==> config.mk <==
export PLATFORM = sky130hd
export DESIGN_NAME = video_dma_transfer_engine_top_flat
export DESIGN_NICKNAME = d
export VERILOG_FILES = /design/src/rtl/vdte_pkg.sv /design/src/rtl/vdte_in_if.sv /design/src/rtl/vdte_out_if.sv /design/src/rtl/vdte_cfg_regs.sv /design/src/rtl/video_dma_transfer_engine_top.sv /design/src/flat_wrapper.sv
export SDC_FILE = /design/constraint.sdc
export NUM_CORES = 1
export LEC_CHECK = 0
export BUFFER_PORTS_ARGS = -buffer_cell sky130_fd_sc_hd__buf_2
export CAP_MARGIN = 40
export CORE_MARGIN = 2
export CORE_UTILIZATION = 30
export DETAILED_ROUTE_END_ITERATION = 8
export GPL_ROUTABILITY_DRIVEN = 0
export PLACE_DENSITY = 0.44
export SLEW_MARGIN = 15
export SYNTH_ARGS = -nofsm -noshare
export SYNTH_HDL_FRONTEND = slang
export SYNTH_HIERARCHICAL = 1
export SYNTH_SLANG_ARGS = --single-unit
==> constraint.sdc <==
create_clock -name i_clk -period 5.6 [get_ports i_clk]
set_input_delay 0.56 -clock i_clk [delete_from_list [all_inputs] [get_ports i_clk]]
set_output_delay 0.56 -clock i_clk [all_outputs]
set_load 0.05 [all_outputs]
==> src/rtl/vdte_pkg.sv <==
// ----------------------------------------------------------------------------
// vdte_pkg
// types and constants shared by the video dma transfer engine
// ----------------------------------------------------------------------------
package vdte_pkg;

    localparam int unsigned SRC_W    = 22;
    localparam int unsigned LEN_W    = 16;
    localparam int unsigned VADDR_W  = 17;
    localparam int unsigned TADDR_W  = 24;
    localparam int unsigned DATA_W   = 16;
    localparam int unsigned BYTE_W   = 8;
    localparam int unsigned TCODE_W  = 5;
    localparam int unsigned ACTION_W = 2;
    localparam int unsigned OP_W     = 3;
    localparam int unsigned PADDR_W  = 5;
    localparam int unsigned PDATA_W  = 32;
    localparam int unsigned SRC_LO_W = 16;

    typedef enum logic [ACTION_W-1:0] {
        ACT_TICK  = 2'd0,
        ACT_START = 2'd1,
        ACT_DATA  = 2'd2
    } t_action;

    typedef enum logic [OP_W-1:0] {
        OP_NONE     = 3'd0,
        OP_BUS_READ = 3'd1,
        OP_PORT_WR  = 3'd2,
        OP_VID_READ = 3'd3,
        OP_VID_WR   = 3'd4
    } t_op;

    typedef enum logic [2:0] {
        REG_ENABLE     = 3'd0,
        REG_MODE       = 3'd1,
        REG_SOURCE     = 3'd2,
        REG_LENGTH     = 3'd3,
        REG_FILL       = 3'd4,
        REG_INCREMENT  = 3'd5,
        REG_TARGET     = 3'd6,
        REG_ADDR_START = 3'd7
    } t_reg_idx;

    localparam logic [1:0] MODE_FILL = 2'd2;
    localparam logic [3:0] TGT_VRAM  = 4'd1;

    typedef struct packed {
        logic               dma_enable;
        logic [1:0]         dma_mode;
        logic [SRC_W-1:0]   source_start;
        logic [LEN_W-1:0]   length_start;
        logic [BYTE_W-1:0]  fill_byte;
        logic [BYTE_W-1:0]  address_increment;
        logic [TCODE_W-1:0] target_code;
        logic [VADDR_W-1:0] address_start;
    } t_cfg;

    typedef struct packed {
        logic [ACTION_W-1:0] action;
        logic                hold;
        logic [DATA_W-1:0]   read_data;
    } t_in_beat;

    typedef struct packed {
        logic [OP_W-1:0]    operation;
        logic [TADDR_W-1:0] target_address;
        logic [DATA_W-1:0]  write_data;
        logic               busy_res;
        logic               done_res;
    } t_out_beat;

endpackage

==> src/rtl/vdte_in_if.sv <==
// ----------------------------------------------------------------------------
// vdte_in_if
// input channel of the video dma transfer engine
// ----------------------------------------------------------------------------
interface vdte_in_if;

    logic                          valid;
    logic                          ready;
    logic [vdte_pkg::ACTION_W-1:0] action;
    logic                          hold;
    logic [vdte_pkg::DATA_W-1:0]   read_data;

    modport source (output valid, action, hold, read_data, input ready);
    modport sink   (input valid, action, hold, read_data, output ready);

endinterface

==> src/rtl/vdte_out_if.sv <==
// ----------------------------------------------------------------------------
// vdte_out_if
// result channel of the video dma transfer engine
// ----------------------------------------------------------------------------
interface vdte_out_if;

    logic                         valid;
    logic                         ready;
    logic [vdte_pkg::OP_W-1:0]    operation;
    logic [vdte_pkg::TADDR_W-1:0] target_address;
    logic [vdte_pkg::DATA_W-1:0]  write_data;
    logic                         busy_res;
    logic                         done_res;

    modport source (output valid, operation, target_address, write_data, busy_res, done_res,
                    input ready);
    modport sink   (input valid, operation, target_address, write_data, busy_res, done_res,
                    output ready);

endinterface

==> src/rtl/vdte_cfg_regs.sv <==
// ----------------------------------------------------------------------------
// vdte_cfg_regs
// apb register file holding the dma configuration
// ----------------------------------------------------------------------------
module vdte_cfg_regs (
    input  logic                          i_clk,
    input  logic                          i_rst_n,
    input  logic                          psel,
    input  logic                          penable,
    input  logic                          pwrite,
    input  logic [vdte_pkg::PADDR_W-1:0]  paddr,
    input  logic [vdte_pkg::PDATA_W-1:0]  pwdata,
    output logic [vdte_pkg::PDATA_W-1:0]  prdata,
    output logic                          pready,
    output vdte_pkg::t_cfg                o_cfg
);

    vdte_pkg::t_cfg      r_cfg;
    vdte_pkg::t_reg_idx  reg_idx;
    logic                wr_en;

    assign pready  = 1'b1;
    assign reg_idx = vdte_pkg::t_reg_idx'(paddr[vdte_pkg::PADDR_W-1:2]);
    assign wr_en   = psel && penable && pwrite;
    assign o_cfg   = r_cfg;

    always_ff @(posedge i_clk) begin
        if (!i_rst_n) begin
            r_cfg <= '0;
        end else if (wr_en) begin
            case (reg_idx)
                vdte_pkg::REG_ENABLE:     r_cfg.dma_enable        <= pwdata[0];
                vdte_pkg::REG_MODE:       r_cfg.dma_mode          <= pwdata[1:0];
                vdte_pkg::REG_SOURCE:     r_cfg.source_start      <= pwdata[vdte_pkg::SRC_W-1:0];
                vdte_pkg::REG_LENGTH:     r_cfg.length_start      <= pwdata[vdte_pkg::LEN_W-1:0];
                vdte_pkg::REG_FILL:       r_cfg.fill_byte         <= pwdata[vdte_pkg::BYTE_W-1:0];
                vdte_pkg::REG_INCREMENT:  r_cfg.address_increment <= pwdata[vdte_pkg::BYTE_W-1:0];
                vdte_pkg::REG_TARGET:     r_cfg.target_code       <= pwdata[vdte_pkg::TCODE_W-1:0];
                vdte_pkg::REG_ADDR_START: r_cfg.address_start     <= pwdata[vdte_pkg::VADDR_W-1:0];
                default: ;
            endcase
        end
    end

    always_comb begin
        prdata = '0;
        case (reg_idx)
            vdte_pkg::REG_ENABLE:     prdata = 32'(r_cfg.dma_enable);
            vdte_pkg::REG_MODE:       prdata = 32'(r_cfg.dma_mode);
            vdte_pkg::REG_SOURCE:     prdata = 32'(r_cfg.source_start);
            vdte_pkg::REG_LENGTH:     prdata = 32'(r_cfg.length_start);
            vdte_pkg::REG_FILL:       prdata = 32'(r_cfg.fill_byte);
            vdte_pkg::REG_INCREMENT:  prdata = 32'(r_cfg.address_increment);
            vdte_pkg::REG_TARGET:     prdata = 32'(r_cfg.target_code);
            vdte_pkg::REG_ADDR_START: prdata = 32'(r_cfg.address_start);
            default:                  prdata = '0;
        endcase
    end

endmodule

==> src/rtl/video_dma_transfer_engine_top.sv <==
// ----------------------------------------------------------------------------
// video_dma_transfer_engine_top
// video dma engine stepping one transfer per input beat
// ----------------------------------------------------------------------------
// Each input beat (tick, start or returned read data) yields exactly one
// result beat naming the bus or video operation to perform, if any. The
// engine takes one beat per clock while results are not held up: a taken beat
// sits in the input register while the step logic works out the result
// register's next value. A new beat is taken while a result still waits, as
// long as the input register is free. Configuration is to be written over the
// apb port only while the engine is idle; the block does not enforce this.
module video_dma_transfer_engine_top #(
    parameter int unsigned ADDRESS_BITS = 17
) (
    input  logic                          i_clk,
    input  logic                          i_rst_n,
    input  logic                          psel,
    input  logic                          penable,
    input  logic                          pwrite,
    input  logic [vdte_pkg::PADDR_W-1:0]  paddr,
    input  logic [vdte_pkg::PDATA_W-1:0]  pwdata,
    output logic [vdte_pkg::PDATA_W-1:0]  prdata,
    output logic                          pready,
    vdte_in_if.sink                       i_in,
    vdte_out_if.source                    o_out
);

    vdte_pkg::t_cfg       cfg;

    logic                       r_in_vld;
    vdte_pkg::t_in_beat         r_in;
    logic                       r_out_vld;
    vdte_pkg::t_out_beat        r_out;

    logic [vdte_pkg::SRC_W-1:0] r_src,     n_src;
    logic [vdte_pkg::LEN_W-1:0] r_remain,  n_remain;
    logic [ADDRESS_BITS-1:0]    r_vaddr,   n_vaddr;
    logic                       r_pending, n_pending;
    logic                       r_await,   n_await;
    logic                       r_await_copy, n_await_copy;

    logic                       advance;
    logic                       step;
    logic                       fin;
    logic                       fin_video;
    logic [vdte_pkg::LEN_W-1:0] remain_dec;
    vdte_pkg::t_out_beat        res;

    vdte_cfg_regs u_cfg (
        .i_clk   (i_clk),
        .i_rst_n (i_rst_n),
        .psel    (psel),
        .penable (penable),
        .pwrite  (pwrite),
        .paddr   (paddr),
        .pwdata  (pwdata),
        .prdata  (prdata),
        .pready  (pready),
        .o_cfg   (cfg)
    );

    assign advance    = !r_out_vld || o_out.ready;
    assign step       = r_in_vld && advance;
    assign i_in.ready = !r_in_vld || advance;
    assign remain_dec = r_remain - 16'd1;

    always_comb begin
        n_src        = r_src;
        n_remain     = r_remain;
        n_vaddr      = r_vaddr;
        n_pending    = r_pending;
        n_await      = r_await;
        n_await_copy = r_await_copy;
        fin          = 1'b0;
        fin_video    = 1'b0;
        res          = '0;
        case (vdte_pkg::t_action'(r_in.action))
            vdte_pkg::ACT_START: begin
                n_src        = cfg.source_start;
                n_remain     = cfg.length_start;
                n_vaddr      = cfg.address_start[ADDRESS_BITS-1:0];
                n_pending    = 1'b1;
                n_await      = 1'b0;
                n_await_copy = 1'b0;
            end
            vdte_pkg::ACT_DATA: begin
                if (r_await) begin
                    n_await = 1'b0;
                    fin     = 1'b1;
                    if (r_await_copy) begin
                        fin_video          = 1'b1;
                        res.operation      = vdte_pkg::OP_VID_WR;
                        res.target_address = {{(vdte_pkg::TADDR_W-ADDRESS_BITS){1'b0}}, r_vaddr};
                        res.write_data     = {8'd0, r_in.read_data[vdte_pkg::BYTE_W-1:0]};
                    end else begin
                        res.operation  = vdte_pkg::OP_PORT_WR;
                        res.write_data = r_in.read_data;
                    end
                end
            end
            vdte_pkg::ACT_TICK: begin
                if (!r_await && r_pending && cfg.dma_enable && !r_in.hold) begin
                    if (!cfg.dma_mode[1]) begin
                        res.operation      = vdte_pkg::OP_BUS_READ;
                        res.target_address = {cfg.dma_mode[0], r_src, 1'b0};
                        n_await            = 1'b1;
                        n_await_copy       = 1'b0;
                    end else if (cfg.dma_mode == vdte_pkg::MODE_FILL) begin
                        fin       = 1'b1;
                        fin_video = 1'b1;
                        if (cfg.target_code[3:0] == vdte_pkg::TGT_VRAM) begin
                            res.operation      = vdte_pkg::OP_VID_WR;
                            res.target_address =
                                {{(vdte_pkg::TADDR_W-ADDRESS_BITS){1'b0}}, r_vaddr};
                            res.write_data     = {8'd0, cfg.fill_byte};
                        end
                    end else if (cfg.target_code[4]) begin
                        res.operation      = vdte_pkg::OP_VID_READ;
                        res.target_address =
                            {{(vdte_pkg::TADDR_W-ADDRESS_BITS){1'b0}}, r_src[ADDRESS_BITS-1:0]};
                        n_await            = 1'b1;
                        n_await_copy       = 1'b1;
                    end
                end
            end
            default: ;
        endcase
        if (fin) begin
            n_src    = {r_src[vdte_pkg::SRC_W-1:vdte_pkg::SRC_LO_W],
                        r_src[vdte_pkg::SRC_LO_W-1:0] + 16'd1};
            n_remain = remain_dec;
            if (fin_video) begin
                n_vaddr = r_vaddr + {{(ADDRESS_BITS-vdte_pkg::BYTE_W){1'b0}},
                                     cfg.address_increment};
            end
            if (remain_dec == '0) begin
                n_pending    = 1'b0;
                res.done_res = 1'b1;
            end
        end
        res.busy_res = n_pending;
    end

    // input register
    always_ff @(posedge i_clk) begin
        if (!i_rst_n) begin
            r_in_vld <= 1'b0;
        end else if (i_in.ready) begin
            r_in_vld <= i_in.valid;
        end
    end

    always_ff @(posedge i_clk) begin
        if (i_in.valid && i_in.ready) begin
            r_in.action    <= i_in.action;
            r_in.hold      <= i_in.hold;
            r_in.read_data <= i_in.read_data;
        end
    end

    // transfer state
    always_ff @(posedge i_clk) begin
        if (!i_rst_n) begin
            r_src        <= '0;
            r_remain     <= '0;
            r_vaddr      <= '0;
            r_pending    <= 1'b0;
            r_await      <= 1'b0;
            r_await_copy <= 1'b0;
        end else if (step) begin
            r_src        <= n_src;
            r_remain     <= n_remain;
            r_vaddr      <= n_vaddr;
            r_pending    <= n_pending;
            r_await      <= n_await;
            r_await_copy <= n_await_copy;
        end
    end

    // result register
    always_ff @(posedge i_clk) begin
        if (!i_rst_n) begin
            r_out_vld <= 1'b0;
        end else if (advance) begin
            r_out_vld <= r_in_vld;
        end
    end

    always_ff @(posedge i_clk) begin
        if (step) begin
            r_out <= res;
        end
    end

    assign o_out.valid          = r_out_vld;
    assign o_out.operation      = r_out.operation;
    assign o_out.target_address = r_out.target_address;
    assign o_out.write_data     = r_out.write_data;
    assign o_out.busy_res       = r_out.busy_res;
    assign o_out.done_res       = r_out.done_res;

`ifndef NO_ASSERTIONS
    a_await_pending: assert property (@(posedge i_clk) disable iff (!i_rst_n)
        r_await |-> r_pending)
        else $error("read outstanding without a pending transfer");

    a_done_not_busy: assert property (@(posedge i_clk) disable iff (!i_rst_n)
        r_out_vld && r_out.done_res |-> !r_out.busy_res)
        else $error("done beat still reports busy");

    a_done_no_read: assert property (@(posedge i_clk) disable iff (!i_rst_n)
        r_out_vld && r_out.done_res |->
            r_out.operation != vdte_pkg::OP_BUS_READ &&
            r_out.operation != vdte_pkg::OP_VID_READ)
        else $error("done beat carries a read request");
`endif

endmodule
==> src/flat_wrapper.sv <==
// flat-port wrapper written by rule: the top's interface ports become plain ports
module video_dma_transfer_engine_top_flat 
#(
    parameter int unsigned ADDRESS_BITS = 17
)
  (i_clk, i_rst_n, psel, penable, pwrite, paddr, pwdata, prdata, pready, i_in_valid, i_in_action, i_in_hold, i_in_read_data, i_in_ready, o_out_valid, o_out_operation, o_out_target_address, o_out_write_data, o_out_busy_res, o_out_done_res, o_out_ready);
  vdte_in_if i_in_i ();
  vdte_out_if o_out_i ();
  input  logic i_clk;
  input  logic i_rst_n;
  input  logic psel;
  input  logic penable;
  input  logic pwrite;
  input  logic [vdte_pkg::PADDR_W-1:0] paddr;
  input  logic [vdte_pkg::PDATA_W-1:0] pwdata;
  output logic [vdte_pkg::PDATA_W-1:0] prdata;
  output logic pready;
  input wire logic [$bits(i_in_i.valid)-1:0] i_in_valid;
  input wire logic [$bits(i_in_i.action)-1:0] i_in_action;
  input wire logic [$bits(i_in_i.hold)-1:0] i_in_hold;
  input wire logic [$bits(i_in_i.read_data)-1:0] i_in_read_data;
  output wire logic [$bits(i_in_i.ready)-1:0] i_in_ready;
  output wire logic [$bits(o_out_i.valid)-1:0] o_out_valid;
  output wire logic [$bits(o_out_i.operation)-1:0] o_out_operation;
  output wire logic [$bits(o_out_i.target_address)-1:0] o_out_target_address;
  output wire logic [$bits(o_out_i.write_data)-1:0] o_out_write_data;
  output wire logic [$bits(o_out_i.busy_res)-1:0] o_out_busy_res;
  output wire logic [$bits(o_out_i.done_res)-1:0] o_out_done_res;
  input wire logic [$bits(o_out_i.ready)-1:0] o_out_ready;
  assign i_in_i.valid = i_in_valid;
  assign i_in_i.action = i_in_action;
  assign i_in_i.hold = i_in_hold;
  assign i_in_i.read_data = i_in_read_data;
  assign i_in_ready = i_in_i.ready;
  assign o_out_valid = o_out_i.valid;
  assign o_out_operation = o_out_i.operation;
  assign o_out_target_address = o_out_i.target_address;
  assign o_out_write_data = o_out_i.write_data;
  assign o_out_busy_res = o_out_i.busy_res;
  assign o_out_done_res = o_out_i.done_res;
  assign o_out_i.ready = o_out_ready;
  video_dma_transfer_engine_top #(.ADDRESS_BITS(ADDRESS_BITS)) u_core (.i_clk(i_clk), .i_rst_n(i_rst_n), .psel(psel), .penable(penable), .pwrite(pwrite), .paddr(paddr), .pwdata(pwdata), .prdata(prdata), .pready(pready), .i_in(i_in_i), .o_out(o_out_i));
endmodule
==> results of run 1 <==
[layout by cell type (no fill, tap or decap), drive strengths merged, types with 5 or more instances in the layout]
| master | count |
|---|---|
| a22o | 9 |
| mux2 | 7 |
| a211oi | 5 |
| nor3 | 19 |
| mux2i | 97 |
| nand2 | 150 |
| nor2b | 8 |
| a22oi | 5 |
| o221a | 6 |
| o311ai | 9 |
| edfxtp | 64 |
| a21boi | 11 |
| buf | 137 |
| o21ai | 54 |
| conb | 11 |
| clkbuf | 36 |
| ha | 11 |
| dfxtp | 139 |
| a31oi | 7 |
| o2bb2ai | 9 |
| nor2 | 59 |
| o22ai | 8 |
| and3 | 13 |
| a222oi | 13 |
| and2 | 40 |
| nand3 | 25 |
| nand2b | 6 |
| nor4 | 7 |
| a21o | 8 |
| inv | 27 |
| nand4 | 11 |
| a21oi | 58 |
[cell type report]
class,instances,area (sq um),area share
Clock buffer,36,697,0.0593
Clock inverter,8,73.8,0.00629
Inverter,25,93.8,0.00799
Multi-Input combinational cell,733,4870,0.415
Sequential cell,203,4700,0.401
Tap cell,442,553,0.0471
Timing Repair Buffer,137,747,0.0636
[sequential cells by signal (all words and copies together), names as in the netlist]
name / cells
u_core/r_in: 19
u_core/o_out.done_res: 1
u_core/o_out.target_address: 24
u_core/r_vaddr: 17
u_core/r_await_copy: 1
u_core/o_out.busy_res: 1
u_core/r_src: 22
u_core/r_await: 1
u_core/o_out.write_data: 16
u_core/o_out.valid: 1
u_core/r_remain: 16
u_core/r_pending: 1
u_core/u_cfg/o_cfg: 79
u_core/r_in_vld: 1
u_core/o_out.operation: 3
[power groups by stage]
stage	sequential (uW)	clock, uW	combinational, uW
after floorplan	1630	0	135
after global placement	1600	0	234
after detailed placement	1600	0	236
after CTS	1570	1580	237
after global routing	1570	1630	252
final	1570	1540	235
[worst max-delay path, delay by kind of cell]
| family | cells | cell delay (ns) |
|---|---|---|
| AO/OA/AOI/OAI | 1 | 0.27 |
| buffers and inverters | 2 | 0.79 |
| AND/OR/NAND/NOR | 2 | 0.86 |
[worst paths after layout]
kind                startpoint                    end  depth (start not counted)
max reg2reg    u_core/r_in[17]  u_core/o_out.busy_res                          5
min          i_in_read_data[7]         u_core/r_in[7]                          1
max                   paddr[4]             prdata[15]                          5
min reg2reg   u_core/r_src[17]       u_core/r_src[17]                          2
[stage by stage]
stage,std cells,util
finish,1584,0.359
floorplan,1037,-
detailed placement,1540,0.336
global placement,1533,0.334
global route,1584,0.359
CTS,1584,0.359
[cell families after synthesis]
| family | synth area share |
|---|---|
| AO/OA/AOI/OAI | 0.164 |
| XOR/XNOR | 0.00698 |
| adder cells (fa/ha/maj) | 0.0157 |
| buffers and inverters | 0.0493 |
| flip-flops | 0.469 |
| multiplexers | 0.111 |
| other | 0.000749 |
| AND/OR/NAND/NOR | 0.183 |
[routing by layer]
layer,GRT usage,vias to the layer above,wire [um]
met4,0.0424,0,653
met3,0.0212,35,1460
met2,0.254,222,13100
met5,0,-,0
met1,0.266,3863,15600
li1,-,3933,-
==> impl_metrics.env, run 1 <==
export IMPL_critical_path_slowest_cell="and2_1"
export IMPL_ys_seq_area_frac=0.469
export IMPL_max_stage_delay_ns=0.68
export IMPL_skew_ns=0.00706
export IMPL_async_flop_share=0
export IMPL_h_tree_depth=1
export IMPL_synthMostInstantiatedCell="nand2_1"
export IMPL_cts_buffers=24
export IMPL_critical_path_class="primary input to primary output"
export IMPL_hpwl_mm=21.6
export IMPL_maxCapViolCount=0
export IMPL_area_growth_pct=17.1
export IMPL_tightest_slew_ns=0.841
export IMPL_antenna_found_initial=2
export IMPL_cts_hold_buffers=0
export IMPL_worst_skew_pair_late_latency_ns=0.52
export IMPL_avgRoutedWirePerCell_um=19.4
export IMPL_p_switching_uw=823
export IMPL_power_frac_seq=0.470
export IMPL_ys_flop_type="dfxtp_1"
export IMPL_irDropWorstVdd_v=0.000180
export IMPL_coreArea_sq_um=32700
export IMPL_hp_class="primary input to register"
export IMPL_cts_resized=0
export IMPL_fin_total_pwr_uw=3340
export IMPL_hold_violations=0
export IMPL_comb_power_share=0.070
export IMPL_p_sw_frac=0.246
export IMPL_setup_viol=0
export IMPL_start_util=0.307
export IMPL_crit_fanout=25
export IMPL_crit_arrival_ns=2.49
export IMPL_yosysWarnings=6
export IMPL_fin_area_sq_um=11700
export IMPL_endpoint_kind="primary output"
export IMPL_required_ns=5.04
export IMPL_diodes=0
export IMPL_postSynthCellCount=1028
export IMPL_synth_edff_count=64
export IMPL_finalWirelength_mm=30.7
export IMPL_root_buffer="clkbuf_16"
export IMPL_max_slew_margin=0.440
export IMPL_critPathLaunchType="primary input"
export IMPL_firstDrtPassIters=6
export IMPL_fillers=3408
export IMPL_rsz0062_at_grt="false"
export IMPL_r2r_slack_ns=2.58
export IMPL_tns_ns=0
export IMPL_timing_critical_path_cells="buf_2, and2_1, o2bb2ai_1, and2_1, buf_2"
export IMPL_netlist_area_leader_share=0.277
export IMPL_clock_tree_buffer_depth=3
export IMPL_slew_violations=0
export IMPL_fmax_mhz=328
export IMPL_clkSlewWorstSetupHoldPaths_ns=0.05
export IMPL_fin_hold_ws_ns=0.214
export IMPL_synthTopCellsByArea="dfxtp_1, edfxtp_1, mux2i_1, nand2_1, a21oi_1"
export IMPL_nNetsFinal=1199
export IMPL_yosys_register_bits=203
export IMPL_grt_overflow_total=0
export IMPL_ant_nets=0
export IMPL_die_area_sq_um=34900
export IMPL_syn_area_sq_um=10000
export IMPL_clock_sinks=203
export IMPL_status="complete, no violations"
export IMPL_drive_gt1_frac=0.188
export IMPL_ys_types=87
export IMPL_finalCritPeriodShare=0.545
export IMPL_io_buffers=119
export IMPL_vias_per_cell=5.08
export IMPL_yosysTopAreaCell="dfxtp_1"
export IMPL_placed_area_sq_um=11000
export IMPL_post_cts_setup_buffers=0
export IMPL_grt_pass1_wl_mm=47.7
export IMPL_grt_use_total=0.173
export IMPL_drtIter0Drc=577
export IMPL_pre_cts_ws_ns=2.53
export IMPL_die_x_um=187
export IMPL_setup_ws_ns=2.55
export IMPL_p_int_uw=2520
export IMPL_vias=8053
export IMPL_die_height_um=187
export IMPL_p_leak_uw=0.00447
export IMPL_synth_avg_cell_area_sq_um=9.76
export IMPL_drc_errors=0
export IMPL_synth_common_cells="nand2_1, dfxtp_1, mux2i_1"
export IMPL_grt_pass1_vias=7850
export IMPL_power_density_nw_per_um2=284
export IMPL_grt_max_degree=71
export IMPL_fin_crit_ns=3.05
export IMPL_num_io_pins=143
export IMPL_cts_tree="done"
export IMPL_rows=66
export IMPL_p_clk_frac=0.460
No activity file was read; power rests on OpenSTA's default activity.
==> run 2: changes to the inputs <==
==> constraint.sdc (replaced) <==
create_clock -name i_clk -period 2.98 [get_ports i_clk]
set_input_delay 0.298 -clock i_clk [delete_from_list [all_inputs] [get_ports i_clk]]
set_output_delay 0.298 -clock i_clk [all_outputs]
set_load 0.05 [all_outputs]
==> run 2 against run 1 <==
Effect of this change: hold slack got worse by 0.19 ns; combinational power rose by 100%; sequential share of layout area fell by 1.3 points; clock-buffer cell count did not move; power rose by 92%; utilization rose by 1.2 points; critical path depth rose by 4; final cell count rose by 2.7%; largest cell class unchanged; highest routed layer unchanged.
==> impl_metrics.env, run 2 (synthesis results as in run 1) <==
export IMPL_num_io_pins=143
export IMPL_antenna_found_initial=0
export IMPL_required_ns=3.25
export IMPL_area_growth_pct=21.1
export IMPL_diodes=0
export IMPL_hp_class="primary input to register"
export IMPL_power_density_nw_per_um2=527
export IMPL_root_buffer="clkbuf_16"
export IMPL_pre_cts_ws_ns=0.432
export IMPL_io_buffers=119
export IMPL_p_sw_frac=0.242
export IMPL_grt_use_total=0.176
export IMPL_tns_ns=0
export IMPL_mostFrequentLayoutCell="nand2_1"
export IMPL_worst_skew_pair_late_latency_ns=0.52
export IMPL_crit_family="simple AND/OR/NAND/NOR gates"
export IMPL_vias=8258
export IMPL_fillers=3398
export IMPL_die_height_um=187
export IMPL_nNetsFinal=1242
export IMPL_die_area_sq_um=34900
export IMPL_place_inst=1564
export IMPL_clock_sinks=203
export IMPL_clock_tree_buffer_depth=3
export IMPL_register_area_sq_um=4700
export IMPL_comb_power_share=0.075
export IMPL_p_switching_uw=1550
export IMPL_grt_pass1_wl_mm=48.0
export IMPL_fin_crit_ns=2.57
export IMPL_hpwl_mm=22.6
export IMPL_crit_fanout=8
export IMPL_maxCapViolCount=0
export IMPL_grt_pass1_vias=7910
export IMPL_start_util=0.307
export IMPL_critPathBufInv=2
export IMPL_cts_buffers=24
export IMPL_placed_area_sq_um=11200
export IMPL_h_tree_depth=1
export IMPL_hold_violations=0
export IMPL_max_slew_margin=0.412
export IMPL_p_clk_frac=0.464
export IMPL_timing_critical_path_cells="inv_1, ha_1, or3b_1, or2_4, o41ai_2, a22oi_2, nor4_4, buf_4, nor2_1"
export IMPL_clkSlewWorstSetupHoldPaths_ns=0.06
export IMPL_finalWirelength_mm=31.6
export IMPL_grt_max_degree=51
export IMPL_grt_overflow_total=0
export IMPL_critical_path_class="register to register"
export IMPL_final_cell_mix="nand2_1, dfxtp_1, buf_2"
export IMPL_skew_ns=0.00735
export IMPL_largest_reg_flops=79
export IMPL_status="complete, no violations"
export IMPL_rows=66
export IMPL_critPathLaunchType="register"
export IMPL_max_stage_delay_ns=0.50
export IMPL_irDropWorstVdd_v=0.000326
export IMPL_critical_path_slowest_cell="or3b_1"
export IMPL_drtIter0Drc=635
export IMPL_crit_arrival_ns=2.83
export IMPL_drc_errors=0
export IMPL_die_x_um=187
export IMPL_setup_viol=0
export IMPL_power_frac_seq=0.461
export IMPL_firstDrtPassIters=6
export IMPL_rsz0062_at_grt="false"
export IMPL_ant_nets=0
export IMPL_finalCritPeriodShare=0.861
export IMPL_multi_input_area_sq_um=4870
export IMPL_p_leak_uw=0.00469
export IMPL_endpoint_kind="register"
export IMPL_p_int_uw=4850
export IMPL_tightest_slew_ns=0.882
export IMPL_vias_per_cell=5.08
export IMPL_drive_gt1_frac=0.202
export IMPL_fin_area_sq_um=12100
export IMPL_cts_tree="done"
export IMPL_fmax_mhz=390
export IMPL_setup_ws_ns=0.414
export IMPL_finalNonFillerCells=1627
export IMPL_avgRoutedWirePerCell_um=19.4
export IMPL_slew_violations=0
export IMPL_coreArea_sq_um=32700
## run 2: cell count changes in the layout (fill, tap and decap cells not counted), sizes merged
cell | before | now
clkinv | 4 | 6
buf | 137 | 161
inv | 27 | 25
bufinv | 1 | 2
dlygate4sd3 | 0 | 19
clkinvlp | 1 | 0
## run 2: worst register-to-register path, cell delays in order (launching register included)
cell     delay (ns)
dfxtp_1        0.37
inv_1          0.08
ha_1           0.23
or3b_1         0.50
or2_4          0.29
o41ai_2        0.24
a22oi_2        0.12
nor4_4         0.22
buf_4          0.20
nor2_1         0.05
## run 2: repair_timing
item / CTS / global route
buffers inserted: 0 / 0
hold endpoints to repair: 19 / 0
hold buffers: 19 / 0
gates resized for setup: 0 / 0
endpoints found under the setup margin: 0 / 0
## run 2: power groups by stage
| stage | sequential (uW) | clock (uW) | combinational (uW) |
|---|---|---|---|
| after global routing | 2950 | 3150 | 512 |
| after global placement | 3010 | 0 | 457 |
| after floorplan | 3070 | 0 | 253 |
| after detailed placement | 3010 | 0 | 462 |
| final | 2950 | 2970 | 479 |
| after CTS | 2950 | 3060 | 482 |
## run 2: cell type report
class,instances,area share
multi-input combinational,733,0.401
sequential,203,0.387
timing repair buffer,180,0.0925
clock buffer,36,0.0582
tap,442,0.0455
inverter,25,0.00773
clock inverter,8,0.00721
## run 2: final timing paths
kind	start	to	slack, ns	depth (start not counted)
hold reg to reg	u_core/r_remain[15]	u_core/r_remain[15]	0.46	2
setup / recovery	u_core/r_remain[0]	u_core/o_out.busy_res	0.41	9
setup reg to reg	u_core/r_remain[0]	u_core/o_out.busy_res	0.41	9
hold / removal	pwdata[20]	u_core/u_cfg/o_cfg[74]	0.02	3
## run 2: metal layers
metal,wire length [um],track usage,vias up
met4,637,0.0409,0
met3,1400,0.0214,39
met1,16200,0.268,3966
met5,0,0,-
met2,13300,0.263,224
li1,-,-,4029
## run 2: through the flow
| step | hold WS (ns) | utilization | power [uW] |
|---|---|---|---|
| finish | 0.0248 | 0.371 | 6400 |
| global route | 0.0379 | 0.371 | 6620 |
| CTS | 0.0141 | 0.371 | 6490 |
| detailed placement | 0.448 | 0.341 | 3470 |
| global placement | 0.444 | 0.341 | 3460 |
| floorplan | 0.397 | - | 3320 |
==> run 3: changes to the inputs <==
--- a/config.mk
+++ b/config.mk
@@ -7,6 +7,7 @@
 export LEC_CHECK = 0
 export BUFFER_PORTS_ARGS = -buffer_cell sky130_fd_sc_hd__buf_2
 export CAP_MARGIN = 40
+export CORE_ASPECT_RATIO = 0.9
 export CORE_MARGIN = 2
 export CORE_UTILIZATION = 30
 export DETAILED_ROUTE_END_ITERATION = 8
==> constraint.sdc (replaced) <==
create_clock -name i_clk -period 3 [get_ports i_clk]
set_input_delay 0.3 -clock i_clk [delete_from_list [all_inputs] [get_ports i_clk]]
set_output_delay 0.3 -clock i_clk [all_outputs]
set_load 0.05 [all_outputs]
==> run 3 against run 2 <==
Effect of this change: final cell count decreased by 1.8%; clock power decreased by 5%; register-to-register slack got worse by 0.04 ns; sequential share of layout area increased by 0.23 points; largest cell class unchanged.
==> impl_metrics.env, run 3 (synthesis results as in run 1) <==
export IMPL_start_util=0.304
export IMPL_area_growth_pct=20.3
export IMPL_skew_ns=0.0206
export IMPL_place_inst=1535
export IMPL_grt_pass1_wl_mm=47.5
export IMPL_p_leak_uw=0.00465
export IMPL_drc_errors=0
export IMPL_endpoint_kind="register"
export IMPL_clock_tree_buffer_depth=3
export IMPL_power_density_nw_per_um2=516
export IMPL_pre_cts_ws_ns=0.428
export IMPL_rsz0062_at_grt="false"
export IMPL_multi_input_area_sq_um=4870
export IMPL_hold_depth=3
export IMPL_grt_use_total=0.177
export IMPL_fin_area_sq_um=12100
export IMPL_drtIter0Drc=669
export IMPL_root_buffer="clkbuf_16"
export IMPL_tns_ns=0
export IMPL_setup_viol=0
export IMPL_hp_class="primary input to register"
export IMPL_slew_violations=0
export IMPL_placed_area_sq_um=11100
export IMPL_required_ns=3.26
export IMPL_maxCapViolCount=0
export IMPL_r2r_slack_ns=0.38
export IMPL_grt_max_degree=53
export IMPL_tightest_slew_ns=0.665
export IMPL_vias=8267
export IMPL_hold_end="u_core/u_cfg/o_cfg[75]"
export IMPL_register_area_sq_um=4700
export IMPL_die_height_um=177
export IMPL_max_slew_margin=0.553
export IMPL_worst_skew_pair_late_latency_ns=0.53
export IMPL_irDropWorstVdd_v=0.000389
export IMPL_nNetsFinal=1234
export IMPL_hpwl_mm=22.4
export IMPL_largest_reg_flops=79
export IMPL_cts_hold_buffers=19
export IMPL_critical_path_class="register to register"
export IMPL_coreArea_sq_um=32900
export IMPL_diodes=0
export IMPL_grt_pass1_vias=7724
export IMPL_antenna_found_initial=1
export IMPL_num_io_pins=143
export IMPL_hold_violations=0
export IMPL_timing_critical_path_cells="inv_1, ha_1, or3b_1, or2_4, o41ai_2, a22oi_2, nor4_4, buf_4, nor2_1"
export IMPL_mostFrequentLayoutCell="nand2_1"
export IMPL_fin_crit_ns=2.62
export IMPL_cts_buffers=24
export IMPL_avgRoutedWirePerCell_um=19.7
export IMPL_crit_fanout=8
export IMPL_io_buffers=119
export IMPL_firstDrtPassIters=6
export IMPL_max_stage_delay_ns=0.51
export IMPL_drive_gt1_frac=0.197
export IMPL_rows=63
export IMPL_post_cts_setup_buffers=0
export IMPL_finalCritPeriodShare=0.874
export IMPL_critical_path_slowest_cell="or3b_1"
export IMPL_h_tree_depth=1
export IMPL_worstHoldStart="pwdata[21]"
export IMPL_critPathBufInv=2
export IMPL_final_cell_mix="nand2_1, dfxtp_1, buf_2"
export IMPL_ant_nets=0
export IMPL_regToRegStartpoint="u_core/r_remain[0]"
export IMPL_status="complete, no violations"
export IMPL_cts_resized=0
export IMPL_clkSlewWorstSetupHoldPaths_ns=0.06
export IMPL_fmax_mhz=381
export IMPL_finalNonFillerCells=1597
export IMPL_fillers=3404
export IMPL_vias_per_cell=5.18
export IMPL_rr_worst_depth=9
export IMPL_die_area_sq_um=34900
export IMPL_critPathLaunchType="register"
export IMPL_clock_sinks=203
export IMPL_grt_overflow_total=0
export IMPL_crit_family="simple AND/OR/NAND/NOR gates"
export IMPL_die_x_um=197
export IMPL_crit_arrival_ns=2.89
export IMPL_reg2reg_to="u_core/o_out.busy_res"
export IMPL_finalWirelength_mm=31.4
export IMPL_setup_ws_ns=0.377
export IMPL_cts_tree="done"
[run 3: cell type report]
class                   count  area share
clock buffers              34      0.0571
well taps                 422      0.0437
inverters                  25     0.00777
multi-input cells         733       0.404
clock inverters             8     0.00570
flip-flops and latches    203       0.390
repair buffers            172      0.0922
[run 3: worst min-delay path: cells and delay by family]
kind,cells,cell delay [ns]
buf+inv,1,0.10
mux,1,0.06
simple gates,1,0.05
[run 3: metrics by stage]
stage / util / total power, uW / hold slack [ns]
floorplan: - / 3300 / 0.399
global placement: 0.336 / 3440 / 0.449
detailed placement: 0.337 / 3440 / 0.451
CTS: 0.366 / 6310 / 0.00480
global route: 0.366 / 6450 / 0.0202
finish: 0.366 / 6230 / 0.0279
[run 3: where the power goes]
part	switching [uW]	total, uW	internal (uW)	leakage [uW]
clock network	1150	2830	1680	0.000368
registers	40.4	2930	2890	0.00175
logic	333	478	145	0.00253
total	1520	6230	4710	0.00465
[run 3: how the worst max path moves through the flow]
stage,cells past startpoint,slack [ns],startpoint,end
global route,9,0.25,u_core/r_remain[1],u_core/o_out.busy_res
floorplan,9,0.54,u_core/o_out.valid,u_core/r_await
global placement,9,0.47,u_core/r_remain[0],u_core/o_out.busy_res
detailed placement,9,0.43,u_core/r_remain[0],u_core/o_out.busy_res
CTS,9,0.39,u_core/r_remain[0],u_core/o_out.busy_res
finish,9,0.38,u_core/r_remain[0],u_core/o_out.busy_res
[run 3: layer usage]
| layer | wire [um] | share of wire | track usage | up-vias |
|---|---|---|---|---|
| met2 | 12800 | 0.41 | 0.255 | 215 |
| met3 | 1300 | 0.041 | 0.0209 | 43 |
| met4 | 690 | 0.022 | 0.0432 | 0 |
| li1 | - | - | - | 4008 |
| met1 | 16600 | 0.53 | 0.275 | 4001 |
| met5 | 0 | 0 | 0 | - |
